File: src/design/crc16rx_pkg.sv
// Package for the CRC-16 response frame receiver.
// Holds the item and result types, the command codes and the CRC constants.
// No dependencies.
package crc16rx_pkg;

  localparam logic [15:0] CRC_POLY      = 16'hA001;
  localparam logic [15:0] CRC_INIT      = 16'hFFFF;
  localparam logic [7:0]  RESPONSE_TYPE = 8'hFF;
  localparam logic [8:0]  COUNT_MAX     = 9'd511;

  localparam int unsigned CFG_INDEX_W = 8;
  localparam logic [CFG_INDEX_W-1:0] REG_MASTER_ADDRESS   = 8'd0;
  localparam logic [CFG_INDEX_W-1:0] REG_PAYLOAD_CAPACITY = 8'd1;

  typedef enum logic [1:0] {
    FUNC_BYTE   = 2'd0,
    FUNC_ARM    = 2'd1,
    FUNC_DISARM = 2'd2
  } func_t;

  typedef struct packed {
    func_t      func;
    logic [7:0] data_byte;
  } item_t;

  typedef struct packed {
    logic       accepted;
    logic       payload_valid;
    logic [7:0] payload_byte;
    logic [7:0] payload_index;
    logic       frame_valid;
    logic [7:0] stored_length;
  } result_t;

endpackage

File: src/design/crc16rx_crc.sv
// One-byte update of the reflected CRC-16 (polynomial 0xA001).
// Depends on crc16rx_pkg.
module crc16rx_crc
  import crc16rx_pkg::*;
(
  input  logic [15:0] crc,
  input  logic [7:0]  data,
  output logic [15:0] crc_next
);

  always_comb begin
    logic [15:0] c;
    c = crc ^ {8'h00, data};
    for (int k = 0; k < 8; k++) begin
      if (c[0]) begin
        c = (c >> 1) ^ CRC_POLY;
      end else begin
        c = c >> 1;
      end
    end
    crc_next = c;
  end

endmodule

File: src/design/crc16rx_frame.sv
// Frame state and per-item result logic: counters, held CRC bytes, running CRC.
// Depends on crc16rx_pkg and crc16rx_crc.
module crc16rx_frame
  import crc16rx_pkg::*;
(
  input  logic       clk,
  input  logic       rst,
  input  logic       fire,
  input  item_t      item,
  input  logic [7:0] master_address,
  input  logic [7:0] payload_capacity,
  output result_t    result
);

  logic        receiving, receiving_next;
  logic [8:0]  byte_count, byte_count_next;
  logic [7:0]  dest_address, dest_address_next;
  logic [7:0]  message_type, message_type_next;
  logic [7:0]  held0, held0_next;
  logic [7:0]  held1, held1_next;
  logic [15:0] running_crc, running_crc_next;
  logic [7:0]  payload_count, payload_count_next;

  logic [7:0]  crc_data;
  logic [15:0] crc_upd;
  logic [8:0]  count_inc;

  assign count_inc = (byte_count < COUNT_MAX) ? byte_count + 9'd1 : byte_count;
  // first two bytes feed the CRC directly, later ones feed the oldest held byte
  assign crc_data  = (count_inc == 9'd1 || count_inc == 9'd2) ? item.data_byte : held0;

  crc16rx_crc u_crc (
    .crc      (running_crc),
    .data     (crc_data),
    .crc_next (crc_upd)
  );

  always_comb begin
    receiving_next     = receiving;
    byte_count_next    = byte_count;
    dest_address_next  = dest_address;
    message_type_next  = message_type;
    held0_next         = held0;
    held1_next         = held1;
    running_crc_next   = running_crc;
    payload_count_next = payload_count;
    result             = '0;

    case (item.func)
      FUNC_ARM: begin
        receiving_next     = 1'b1;
        byte_count_next    = '0;
        payload_count_next = '0;
        dest_address_next  = '0;
        message_type_next  = '0;
        held0_next         = '0;
        held1_next         = '0;
        running_crc_next   = CRC_INIT;
      end
      FUNC_DISARM: begin
        receiving_next = 1'b0;
      end
      FUNC_BYTE: begin
        if (receiving && (payload_count < payload_capacity)) begin
          result.accepted = 1'b1;
          byte_count_next = count_inc;
          if (count_inc == 9'd1) begin
            dest_address_next = item.data_byte;
            running_crc_next  = crc_upd;
          end else if (count_inc == 9'd2) begin
            message_type_next = item.data_byte;
            running_crc_next  = crc_upd;
          end else if (count_inc == 9'd3) begin
            held0_next = item.data_byte;
          end else begin
            if (count_inc == 9'd4) begin
              held1_next = item.data_byte;
            end else begin
              result.payload_valid = 1'b1;
              result.payload_byte  = held0;
              result.payload_index = payload_count;
              running_crc_next     = crc_upd;
              payload_count_next   = payload_count + 8'd1;
              held0_next           = held1;
              held1_next           = item.data_byte;
            end
            result.frame_valid = (dest_address == master_address) &&
                                 (message_type == RESPONSE_TYPE) &&
                                 (running_crc_next == {held1_next, held0_next});
          end
        end
      end
      default: begin
      end
    endcase

    result.stored_length = payload_count_next;
  end

  always_ff @(posedge clk) begin
    if (rst) begin
      receiving     <= 1'b0;
      byte_count    <= '0;
      dest_address  <= '0;
      message_type  <= '0;
      held0         <= '0;
      held1         <= '0;
      running_crc   <= CRC_INIT;
      payload_count <= '0;
    end else if (fire) begin
      receiving     <= receiving_next;
      byte_count    <= byte_count_next;
      dest_address  <= dest_address_next;
      message_type  <= message_type_next;
      held0         <= held0_next;
      held1         <= held1_next;
      running_crc   <= running_crc_next;
      payload_count <= payload_count_next;
    end
  end

endmodule

File: src/design/crc16_response_frame_receiver_core.sv
// CRC-16 response frame receiver, top level.
// An accepted item moves through the input register, then the result register.
// One item per cycle unless result_stall holds; CRC and frame state update on advance.
// Reset (rst, synchronous, active high): empties both item registers, stops reception,
// clears counters and held bytes, sets the running CRC to 0xFFFF and the registers to defaults.
module crc16_response_frame_receiver_core
  import crc16rx_pkg::*;
(
  input  logic                   clk,
  input  logic                   rst,
  // item channel
  input  logic                   item_valid,
  output logic                   item_stall,
  input  item_t                  item,
  // result channel
  output logic                   result_valid,
  input  logic                   result_stall,
  output result_t                result,
  // configuration writes
  input  logic                   cfg_valid,
  output logic                   cfg_ready,
  input  logic [CFG_INDEX_W-1:0] cfg_index,
  input  logic [7:0]             cfg_data
);

  // configuration registers
  logic [7:0] master_address;
  logic [7:0] payload_capacity;

  // input register
  logic    stage_valid;
  item_t   stage_item;

  // frame logic result for the item in the input register
  result_t step_result;
  logic    advance;

  // The item in the input register moves into the result register when that
  // one is empty or is being taken this cycle.
  assign advance    = stage_valid && (!result_valid || !result_stall);
  // A new item may enter whenever the input register empties or is free.
  assign item_stall = stage_valid && !advance;
  assign cfg_ready  = 1'b1;

  always_ff @(posedge clk) begin
    if (rst) begin
      master_address   <= 8'd0;
      payload_capacity <= 8'd255;
    end else if (cfg_valid && cfg_ready) begin
      case (cfg_index)
        REG_MASTER_ADDRESS:   master_address   <= cfg_data;
        REG_PAYLOAD_CAPACITY: payload_capacity <= cfg_data;
        default: begin
        end
      endcase
    end
  end

  // input register: payload needs no reset
  always_ff @(posedge clk) begin
    if (rst) begin
      stage_valid <= 1'b0;
    end else if (!item_stall) begin
      stage_valid <= item_valid;
    end
  end

  always_ff @(posedge clk) begin
    if (item_valid && !item_stall) begin
      stage_item <= item;
    end
  end

  // frame state is updated exactly when the item's result is registered
  crc16rx_frame u_frame (
    .clk              (clk),
    .rst              (rst),
    .fire             (advance),
    .item             (stage_item),
    .master_address   (master_address),
    .payload_capacity (payload_capacity),
    .result           (step_result)
  );

  // result register
  always_ff @(posedge clk) begin
    if (rst) begin
      result_valid <= 1'b0;
    end else if (advance) begin
      result_valid <= 1'b1;
    end else if (!result_stall) begin
      result_valid <= 1'b0;
    end
  end

  always_ff @(posedge clk) begin
    if (advance) begin
      result <= step_result;
    end
  end

endmodule
File: config.mk
export PLATFORM = sky130hd
export DESIGN_NAME = crc16_response_frame_receiver_core
export DESIGN_NICKNAME = d
export VERILOG_FILES = /design/src/design/crc16rx_pkg.sv /design/src/design/crc16rx_crc.sv /design/src/design/crc16rx_frame.sv /design/src/design/crc16_response_frame_receiver_core.sv
export SDC_FILE = /design/constraint.sdc
export NUM_CORES = 1
export LEC_CHECK = 0
export ABC_AREA = 1
export ABC_CLOCK_PERIOD_IN_PS = 5800
export BUFFER_PORTS_ARGS = -buffer_cell sky130_fd_sc_hd__clkbuf_2
export CAP_MARGIN = 20
export CORE_MARGIN = 3
export CORE_UTILIZATION = 65
export DETAILED_ROUTE_END_ITERATION = 10
export GPL_TIMING_DRIVEN = 1
export PLACE_DENSITY_LB_ADDON = 0.1
export SYNTH_ARGS = -nofsm -noshare
export SYNTH_HDL_FRONTEND = slang
export SYNTH_SLANG_ARGS = --single-unit
File: constraint.sdc
create_clock -name clk -period 5.8 [get_ports clk]
set_input_delay 1.16 -clock clk [delete_from_list [all_inputs] [get_ports clk]]
set_output_delay 1.16 -clock clk [all_outputs]
set_load 0.03 [all_outputs]
* After elaboration in Yosys (flattened, before gate mapping)
Cells that the tools add are included.
Word-level totals: flip-flop bits (word level) 121, bits of input ports 31, output and inout port bits 30, logic and storage cells 145
Operators by class: $add $sub $neg 2, magnitude comparators 2, eq/ne operators 18, mux-type cells 65, bitwise operators 11, reductions and logical operators 27
Operators by type and width (count):
- 16-bit 2-to-1 mux | 18
- 8-bit 2-to-1 mux | 30
- 8-bit one-hot mux with 2 select lines | 5
- 18-bit 2-to-1 mux | 3
- 16-bit one-hot mux with 2 select lines | 1
- 2-bit NOT with 3-bit output | 8
- 19-bit 2-to-1 mux | 1
- 9-bit by 2-bit == test with 1-bit output (second input constant) | 2
- 9-bit 2-to-1 mux | 2
- 9-bit one-hot mux with 2 select lines | 1
- 17-bit 2-to-1 mux | 1
- 16-bit == test | 1
- 16-bit by 8-bit bitwise XOR with 16-bit output | 1
- 5-bit AND reduction | 2
- 9-bit by 1-bit adder with 9-bit output (second input constant) | 1
- 9-bit by 1-bit == test with 1-bit output (second input constant) | 1
- 9-bit by 3-bit == test with 1-bit output (second input constant) | 1
- 9-bit less-than comparator (second input constant) | 1
- 8-bit by 1-bit adder with 8-bit output (second input constant) | 1
- 8-bit by 1-bit == test with 1-bit output (second input constant) | 1
- 8-bit == test | 1
- 8-bit == test (second input constant) | 1
- 8-bit zero test | 1
- 8-bit less-than comparator | 1
- 19 further kinds | 39

* Longest topological paths before layout
Gate-level depths: netlist (run 1).
depth after elaboration 34, mapped depth 31, depth with buffers taken out 31

* Modules after synthesis
Synthesis (run 1) repeated with hierarchy kept, for this count alone.
Unflattened totals: cells, all modules 975, area, all modules 7113.1 um^2
By module, submodules not included:
- crc16rx_frame | instances 1, cells an instance 763, area each 4760.8 um^2, sequential area each 1321.3 um^2
- crc16_response_frame_receiver_core | instances 1, cells an instance 147, area each 1906.8 um^2, sequential area each 1471.4 um^2
- crc16rx_crc | instances 1, cells an instance 65, area each 445.4 um^2, sequential area each 0.0 um^2

* Worst setup path after synthesis (run 1)
OpenSTA, ideal clock, no wires.
path kind in2reg, start input port cfg_index[5], end register master_address[2], setup time 0.127 ns, arrival 3.038 ns, data required time 5.673 ns, path slack 2.635 ns, stages on the path 6, path buffers 1, cells stage by stage or4_1 > nor4_1 > nand3_1 > clkbuf_1 > o21ai_0 > a21oi_1
Between the ends: word-level cells in the longest chain between the ends 2
Ends and longest elaborated chain:
- start, declared | RTL line crc16_response_frame_receiver_core.sv:22 | input logic [CFG_INDEX_W-1:0] cfg_index,
- 8-bit zero test | RTL line crc16_response_frame_receiver_core.sv:50 | case (cfg_index)
- 2-bit AND reduction (no line)
- end signal, assigned | RTL line crc16_response_frame_receiver_core.sv:51 | REG_MASTER_ADDRESS: master_address <= cfg_data;
- end, declared | RTL line crc16_response_frame_receiver_core.sv:27 | logic [7:0] master_address;
No other way between the ends. A chain may end at the register's enable or synchronous reset.

==> flow_summary.toml, run 1 <==
[clock_network]
cts_made_buffers = 17
postCtsSetupRepairBufs = 0
cts_sinks = 121
ctsResizeCount = 0
ctsHoldBuffers = 0
clkTransAtPathRegs_ns = 0.06
clk_path_buf_depth = 2
clkLatencyLatePin_ns = 0.54
cts_tree = "built"
root_buffer = "clkbuf_8"
htree_levels = 4

[setup_path]
cp.required_ns = 6.08
r2r-start = "u_frame.byte_count[0]"
start_kind = "register"
end_kind = "register"
path_class = "register to register"
cp-startpoint = "u_frame.byte_count[0]"
critPathMaxFanout = 20
cp.arrival_ns = 4.35

[synth]
seq_area_frac_synth = 0.420
netlist_instances = 887
syn_area_mm2 = 0.00664
ys_seq_elements = 121
ys_warn_count = 0
syn-num-nets = 930
yosysUniqueCellTypes = 44
synth_area_per_cell_um2 = 7.49

[placed_design]
gp_congestion = 0.925
post-place-ws_ns = 1.48
place_area_mm2 = 0.00696
dp_hpwl_um = 13100
io_buffers = 59

[sta]
timing.final.crit_share = 0.701
worstMarginPinSlew_ns = 1.03
setup_viol = 0
rsz0062_at_grt = "false"
fin_ws_ns = 1.73
fin_skew_ns = 0.0120
min_period_ns = 4.07
slew_headroom = 0.313
fmax_mhz = 246
whs_ns = 0.463
final_max_slew_viol_count = 0
hold_violations = 0
fin_tns_setup_ns = 0

[grt]
grt_pass1_wl_um = 30100
grt_pass1_vias = 6127
grt-ovfl-total = 0
grt_max_degree = 39
antenna_found_initial = 0
grtUsageTotal = 0.333

[die]
die_y_um = 107
pin_count = 61
start_util = 0.673
die_area_mm2 = 0.0115
die_w_um = 107
rows = 36
coreArea_mm2 = 0.00986

[routing]
top_layer_used = "met4"
wl_per_cell_um = 17.0
ant_nets = 0
vias = 6574
drt-total-wl_um = 18400
routed_via_density = 6.08
dr.pass1.iters = 5
route.met2.wl_um = 8540
dr_wl_met3_um = 1570
drc = 0
drt-initial-drc-count = 658
wl_met1_um = 7710

[finish]
n_antenna_cell = 0
stdcell_area_mm2 = 0.00756
nNetsFinal = 978
post-route-util = 0.766
area_growth_pct = 13.8
drive_gt1_frac = 0.161

[power_and_ir_drop]
power.density_mw_per_mm2 = 309
leakagePower_uw = 0.00352
peakVddDrop_uv = 166

[run_status]
status = "finished, final reports clean"

[job]
cap_violations = 0

[min_path]
hold_path_class = "register to register"
holdCritStartpoint = "payload_capacity[4]"
## metal layers
layer  GRT usage  vias up
li1            -     3114
met1       0.444     3057
met2       0.533      347
met3      0.0704       56
met4       0.126        0
met5           0        -
## synthesized netlist by cell type
library cell / n / area share
a21boi_0: 1 / 0.0011
inv_2: 8 / 0.0045
nand3_2: 15 / 0.023
nand2_4: 2 / 0.0034
clkinv_1: 1 / 0.00056
a2111oi_0: 1 / 0.0013
nor4_1: 1 / 0.00094
conb_1: 1 / 0.00056
a21oi_1: 93 / 0.070
nor2_2: 1 / 0.00094
nand3_4: 1 / 0.0026
buf_4: 5 / 0.0057
or2_2: 2 / 0.0019
or4_1: 1 / 0.0011
o21ai_2: 1 / 0.0013
nor2_1: 48 / 0.027
nor2_4: 6 / 0.010
nand4_1: 22 / 0.021
nand3_1: 100 / 0.075
o211ai_1: 10 / 0.011
nand2_2: 11 / 0.010
buf_6: 2 / 0.0034
o22ai_1: 1 / 0.00094
o21ai_1: 11 / 0.0083
a221o_1: 1 / 0.0015
nand2_1: 164 / 0.093
buf_1: 4 / 0.0023
a211oi_1: 8 / 0.0090
nor3_1: 6 / 0.0045
dfxtp_1: 84 / 0.25
nand4_2: 2 / 0.0038
buf_2: 4 / 0.0030
mux2i_1: 1 / 0.0015
inv_1: 99 / 0.056
clkbuf_1: 24 / 0.014
ha_1: 12 / 0.023
nor2_8: 2 / 0.0060
xor2_1: 2 / 0.0026
xnor2_1: 2 / 0.0026
nor3b_4: 1 / 0.0028
o211a_1: 1 / 0.0015
o21ai_0: 86 / 0.065
nand3b_1: 2 / 0.0023
edfxtp_1: 37 / 0.17
## worst max-delay path, cell delays in order, from the launching register on
cell,delay (ns)
dfxtp_1,0.53
ha_1,0.32
inv_1,0.08
nand3_1,0.48
nor3b_4,0.41
nand2_2,0.10
nor2_4,0.28
inv_1,0.24
nand2_1,0.15
a21oi_1,0.07
nand2_1,0.51
nor2_1,0.16
nand4_1,0.14
nor2_1,0.07
mux2i_1,0.21
inv_1,0.06
## final timing paths
path	end	slack, ns	cells after the start
worst min-delay path	payload_capacity[4]	0.46	2
worst max register to register	result[7]	1.73	15
worst min register to register	payload_capacity[4]	0.46	2
worst max-delay path	result[7]	1.73	15
## layout by cell type (no fill, tap or decap), drive strengths merged, types with 2 or more instances in the layout
master / netlist / routed
a211oi: 8 / 8
a21oi: 93 / 93
buf: 15 / 8
clkbuf: 24 / 81
clkinv: 1 / 5
dfxtp: 84 / 84
edfxtp: 37 / 37
ha: 12 / 12
inv: 107 / 114
nand2: 177 / 177
nand3: 116 / 116
nand3b: 2 / 2
nand4: 24 / 24
nor2: 57 / 57
nor3: 6 / 6
o211ai: 10 / 10
o21ai: 98 / 98
or2: 2 / 2
xnor2: 2 / 2
xor2: 2 / 2
## cell type report
class                           instances  area, um^2
Clock buffer                           21         492
Sequential cell                       121        2790
Timing Repair Buffer                   68         360
Clock inverter                         11        78.8
Fill cell                             725        2310
Multi-Input combinational cell        619        3260
Tap cell                              133         166
Inverter                              108         405
## through the flow
step | total power (uW) | std cells
2_1_floorplan | 1230 | 887
3_3_place_gp | 1310 | 1045
3_5_place_dp | 1320 | 1045
4_1_cts | 2320 | 1077
5_1_grt | 2420 | 1081
6_report | 2330 | 1081
## power breakdown
part	total [uW]	switching, uW	leakage (uW)	internal, uW
combinational	393	274	0.00218	119
sequential	930	25.5	0.00104	904
clock	1010	405	0.000291	603
## logic make-up (layout without fill, tap and decap cells)
family,after synthesis,in the layout,share of synthesized area
xor+xnor,4,4,0.00528
fa+ha+maj,12,12,0.0226
mux,1,1,0.00151
other cells,1,1,0.000565
buf+inv,147,208,0.0889
compound gates,214,214,0.171
flops,121,121,0.420
simple gates,387,387,0.289
## sequential cells by signal, indices dropped and copies added (netlist names)
signal and cells:
master_address 8, payload_capacity 8, result 27, result_valid 1
stage_item 10, stage_valid 1, u_frame.byte_count 9, u_frame.dest_address 8
u_frame.held0 8, u_frame.held1 8, u_frame.message_type 8, u_frame.payload_count 8
u_frame.receiving 1, u_frame.running_crc 16
Note: power is estimated with default switching activity, not from simulation.
==> inputs of run 2 (changes only) <==
--- a/config.mk
+++ b/config.mk
@@ -6,11 +6,11 @@
 export NUM_CORES = 1
 export LEC_CHECK = 0
 export ABC_AREA = 1
-export ABC_CLOCK_PERIOD_IN_PS = 5800
+export ABC_CLOCK_PERIOD_IN_PS = 3500
 export BUFFER_PORTS_ARGS = -buffer_cell sky130_fd_sc_hd__clkbuf_2
 export CAP_MARGIN = 20
 export CORE_MARGIN = 3
-export CORE_UTILIZATION = 65
+export CORE_UTILIZATION = 54
 export DETAILED_ROUTE_END_ITERATION = 10
 export GPL_TIMING_DRIVEN = 1
 export PLACE_DENSITY_LB_ADDON = 0.1
==> constraint.sdc (replaced) <==
create_clock -name clk -period 3.5 [get_ports clk]
set_input_delay 0.7 -clock clk [delete_from_list [all_inputs] [get_ports clk]]
set_output_delay 0.7 -clock clk [all_outputs]
set_load 0.03 [all_outputs]
==> run 2 against run 1 <==
Sequential share of layout area down 2.9 points. Via count up 0.41%. Hold slack worse by 0.011 ns. Combinational power up 120%. Sequential power up 66%. Clock power up 77%. Global-route usage down 5.6 points. Worst setup slack worse by 1.6 ns. Final cell count up 4.2%. Power up 80%. Largest cell class unchanged. Clock skew about the same. Highest routed layer unchanged. Die area up 19%. Critical endpoint is now result[8].
==> flow_summary.toml, run 2 (synthesis results as in run 1) <==
[sta]
timing.final.crit_share = 0.974
worstMarginPinSlew_ns = 0.756
fmax_mhz = 293
fin_skew_ns = 0.0123
rsz0062_at_grt = "true"
slew_headroom = 0.496
min_period_ns = 3.41
hold_violations = 0
setup_viol = 0
final_max_slew_viol_count = 0

[die]
pin_count = 61
die_y_um = 117
start_util = 0.567
die_area_mm2 = 0.0137
die_w_um = 117
coreArea_mm2 = 0.0117
rows = 39

[routing]
ant_nets = 0
drt-initial-drc-count = 588
drc = 0
dr.pass1.iters = 6
vias = 6601
routed_via_density = 5.86
drt-total-wl_um = 19500
wl_per_cell_um = 17.3

[grt]
met2_usage = 0.434
grt_pass1_wl_um = 29300
grtUsageMet3 = 0.0509
grt-ovfl-total = 0
grt_max_degree = 58
met1_usage = 0.378
busiest_layer = "met2"
grt_pass1_vias = 5839
antenna_found_initial = 0
grtUsageTotal = 0.278

[power_and_ir_drop]
peakVddDrop_uv = 394
power.density_mw_per_mm2 = 510
leakagePower_uw = 0.00380

[finish]
stdcell_area_mm2 = 0.00824
nNetsFinal = 1013
n_antenna_cell = 0
area_growth_pct = 24.1
largest_register = "result"
final_common_cell = "nand2_1"
drive_gt1_frac = 0.255
stdcell_count = 1126
final_cell_mix = "nand2_1 (136), inv_1 (95), a21oi_1 (93), nand3_1 (84), o21ai_0 (84)"
largest_reg_flops = 27
largestRegisters = "result: 27 flops, u_frame.running_crc: 16 flops, stage_item: 10 flops"

[setup_path]
cp.required_ns = 3.77
crit_top_cell = "nand2_1"
cp.arrival_ns = 3.68
start_kind = "register"
r2r-start = "u_frame.byte_count[1]"
r2r_slack_ns = 0.09
slowest_delay_ns = 0.38
reg2reg_to = "result[8]"
end_kind = "register"
critPathMaxFanout = 6
slowest_stage = "dfxtp_4"
path_class = "register to register"
worstRegToRegCells = 30

[clock_network]
cts_tree = "built"
clkLatencyLatePin_ns = 0.42
clkTransAtPathRegs_ns = 0.06
htree_levels = 4
cts_made_buffers = 17
cts_sinks = 121
root_buffer = "clkbuf_16"
ctsHoldBuffers = 0
clk_path_buf_depth = 2

[min_path]
whs_path_depth = 2
holdCritStartpoint = "payload_capacity[0]"
hold_path_class = "register to register"
holdPathEnd = "payload_capacity[0]"

[placed_design]
gp_congestion = 1.00
io_buffers = 59
placed_cells = 1071
place_area_mm2 = 0.00710
dp_hpwl_um = 13300

[run_status]
status = "finished, final reports clean"

[job]
cap_violations = 0
## run 2: cell count changes in the layout (fill, tap and decap cells not counted), moves of 6 or more
cell | before | now
nand2_1 | 164 | 136
dfxtp_1 | 84 | 77
nand3_2 | 15 | 25
buf_4 | 8 | 34
nand3_4 | 1 | 7
nand2_2 | 11 | 34
nand3_1 | 100 | 84
## run 2: layout make-up
class	instances	area, um^2
multi-input combinational	620	3540
fill	961	3470
sequential	121	2810
timing repair buffer	102	691
clock buffer	21	508
inverter	108	414
tap	143	179
clock inverter	11	101
## run 2: worst max path at each step
stage	end	from	slack, ns
floorplan	result[8]	u_frame.byte_count[1]	0.55
global placement	result[8]	u_frame.byte_count[1]	0.01
detailed placement	result[8]	u_frame.byte_count[1]	-0.07
CTS	result[8]	u_frame.byte_count[1]	0.006
global route	result[8]	u_frame.byte_count[1]	-0.14
finish	result[8]	u_frame.byte_count[1]	0.09
## run 2: critical path: cells and delay by family, from the launching register on
family	cells	cell delay [ns]
and+or+nand+nor	25	2.25
buffers and inverters	4	0.47
DFF	1	0.38
adders and majority gates	1	0.16
## run 2: metrics by stage
stage	hold slack (ns)	util	power, uW	TNS, ns	setup WS, ns
2_1_floorplan	0.423	-	2040	0	0.549
3_3_place_gp	0.447	0.606	2200	0	0.0134
3_5_place_dp	0.441	0.606	2210	-0.0731	-0.0731
4_1_cts	0.449	0.659	3980	0	0.00603
5_1_grt	0.446	0.704	4350	-0.138	-0.138
6_report	0.452	0.704	4200	0	0.0925
## run 2: layer usage
| metal | part of all wire | up-vias |
|---|---|---|
| met3 | 0.083 | 65 |
| met2 | 0.46 | 324 |
| li1 | - | 3188 |
| met4 | 0.030 | 0 |
| met1 | 0.42 | 3024 |
| met5 | 0 | - |
## run 2: repair_timing
action | CTS | global route
setup buffers | 0 | 21
gates resized for setup | 3 | 93
gates cloned | 0 | 2
pin swaps | 0 | 50
endpoints found under the hold margin | 0 | 0
setup endpoints to repair | 2 | 7
## run 2: where the power goes
part           total, uW  internal (uW)  switching [uW]
clock network       1790           1120             670
registers           1540           1500            42.2
logic                875            320             554
total               4200           2930            1270
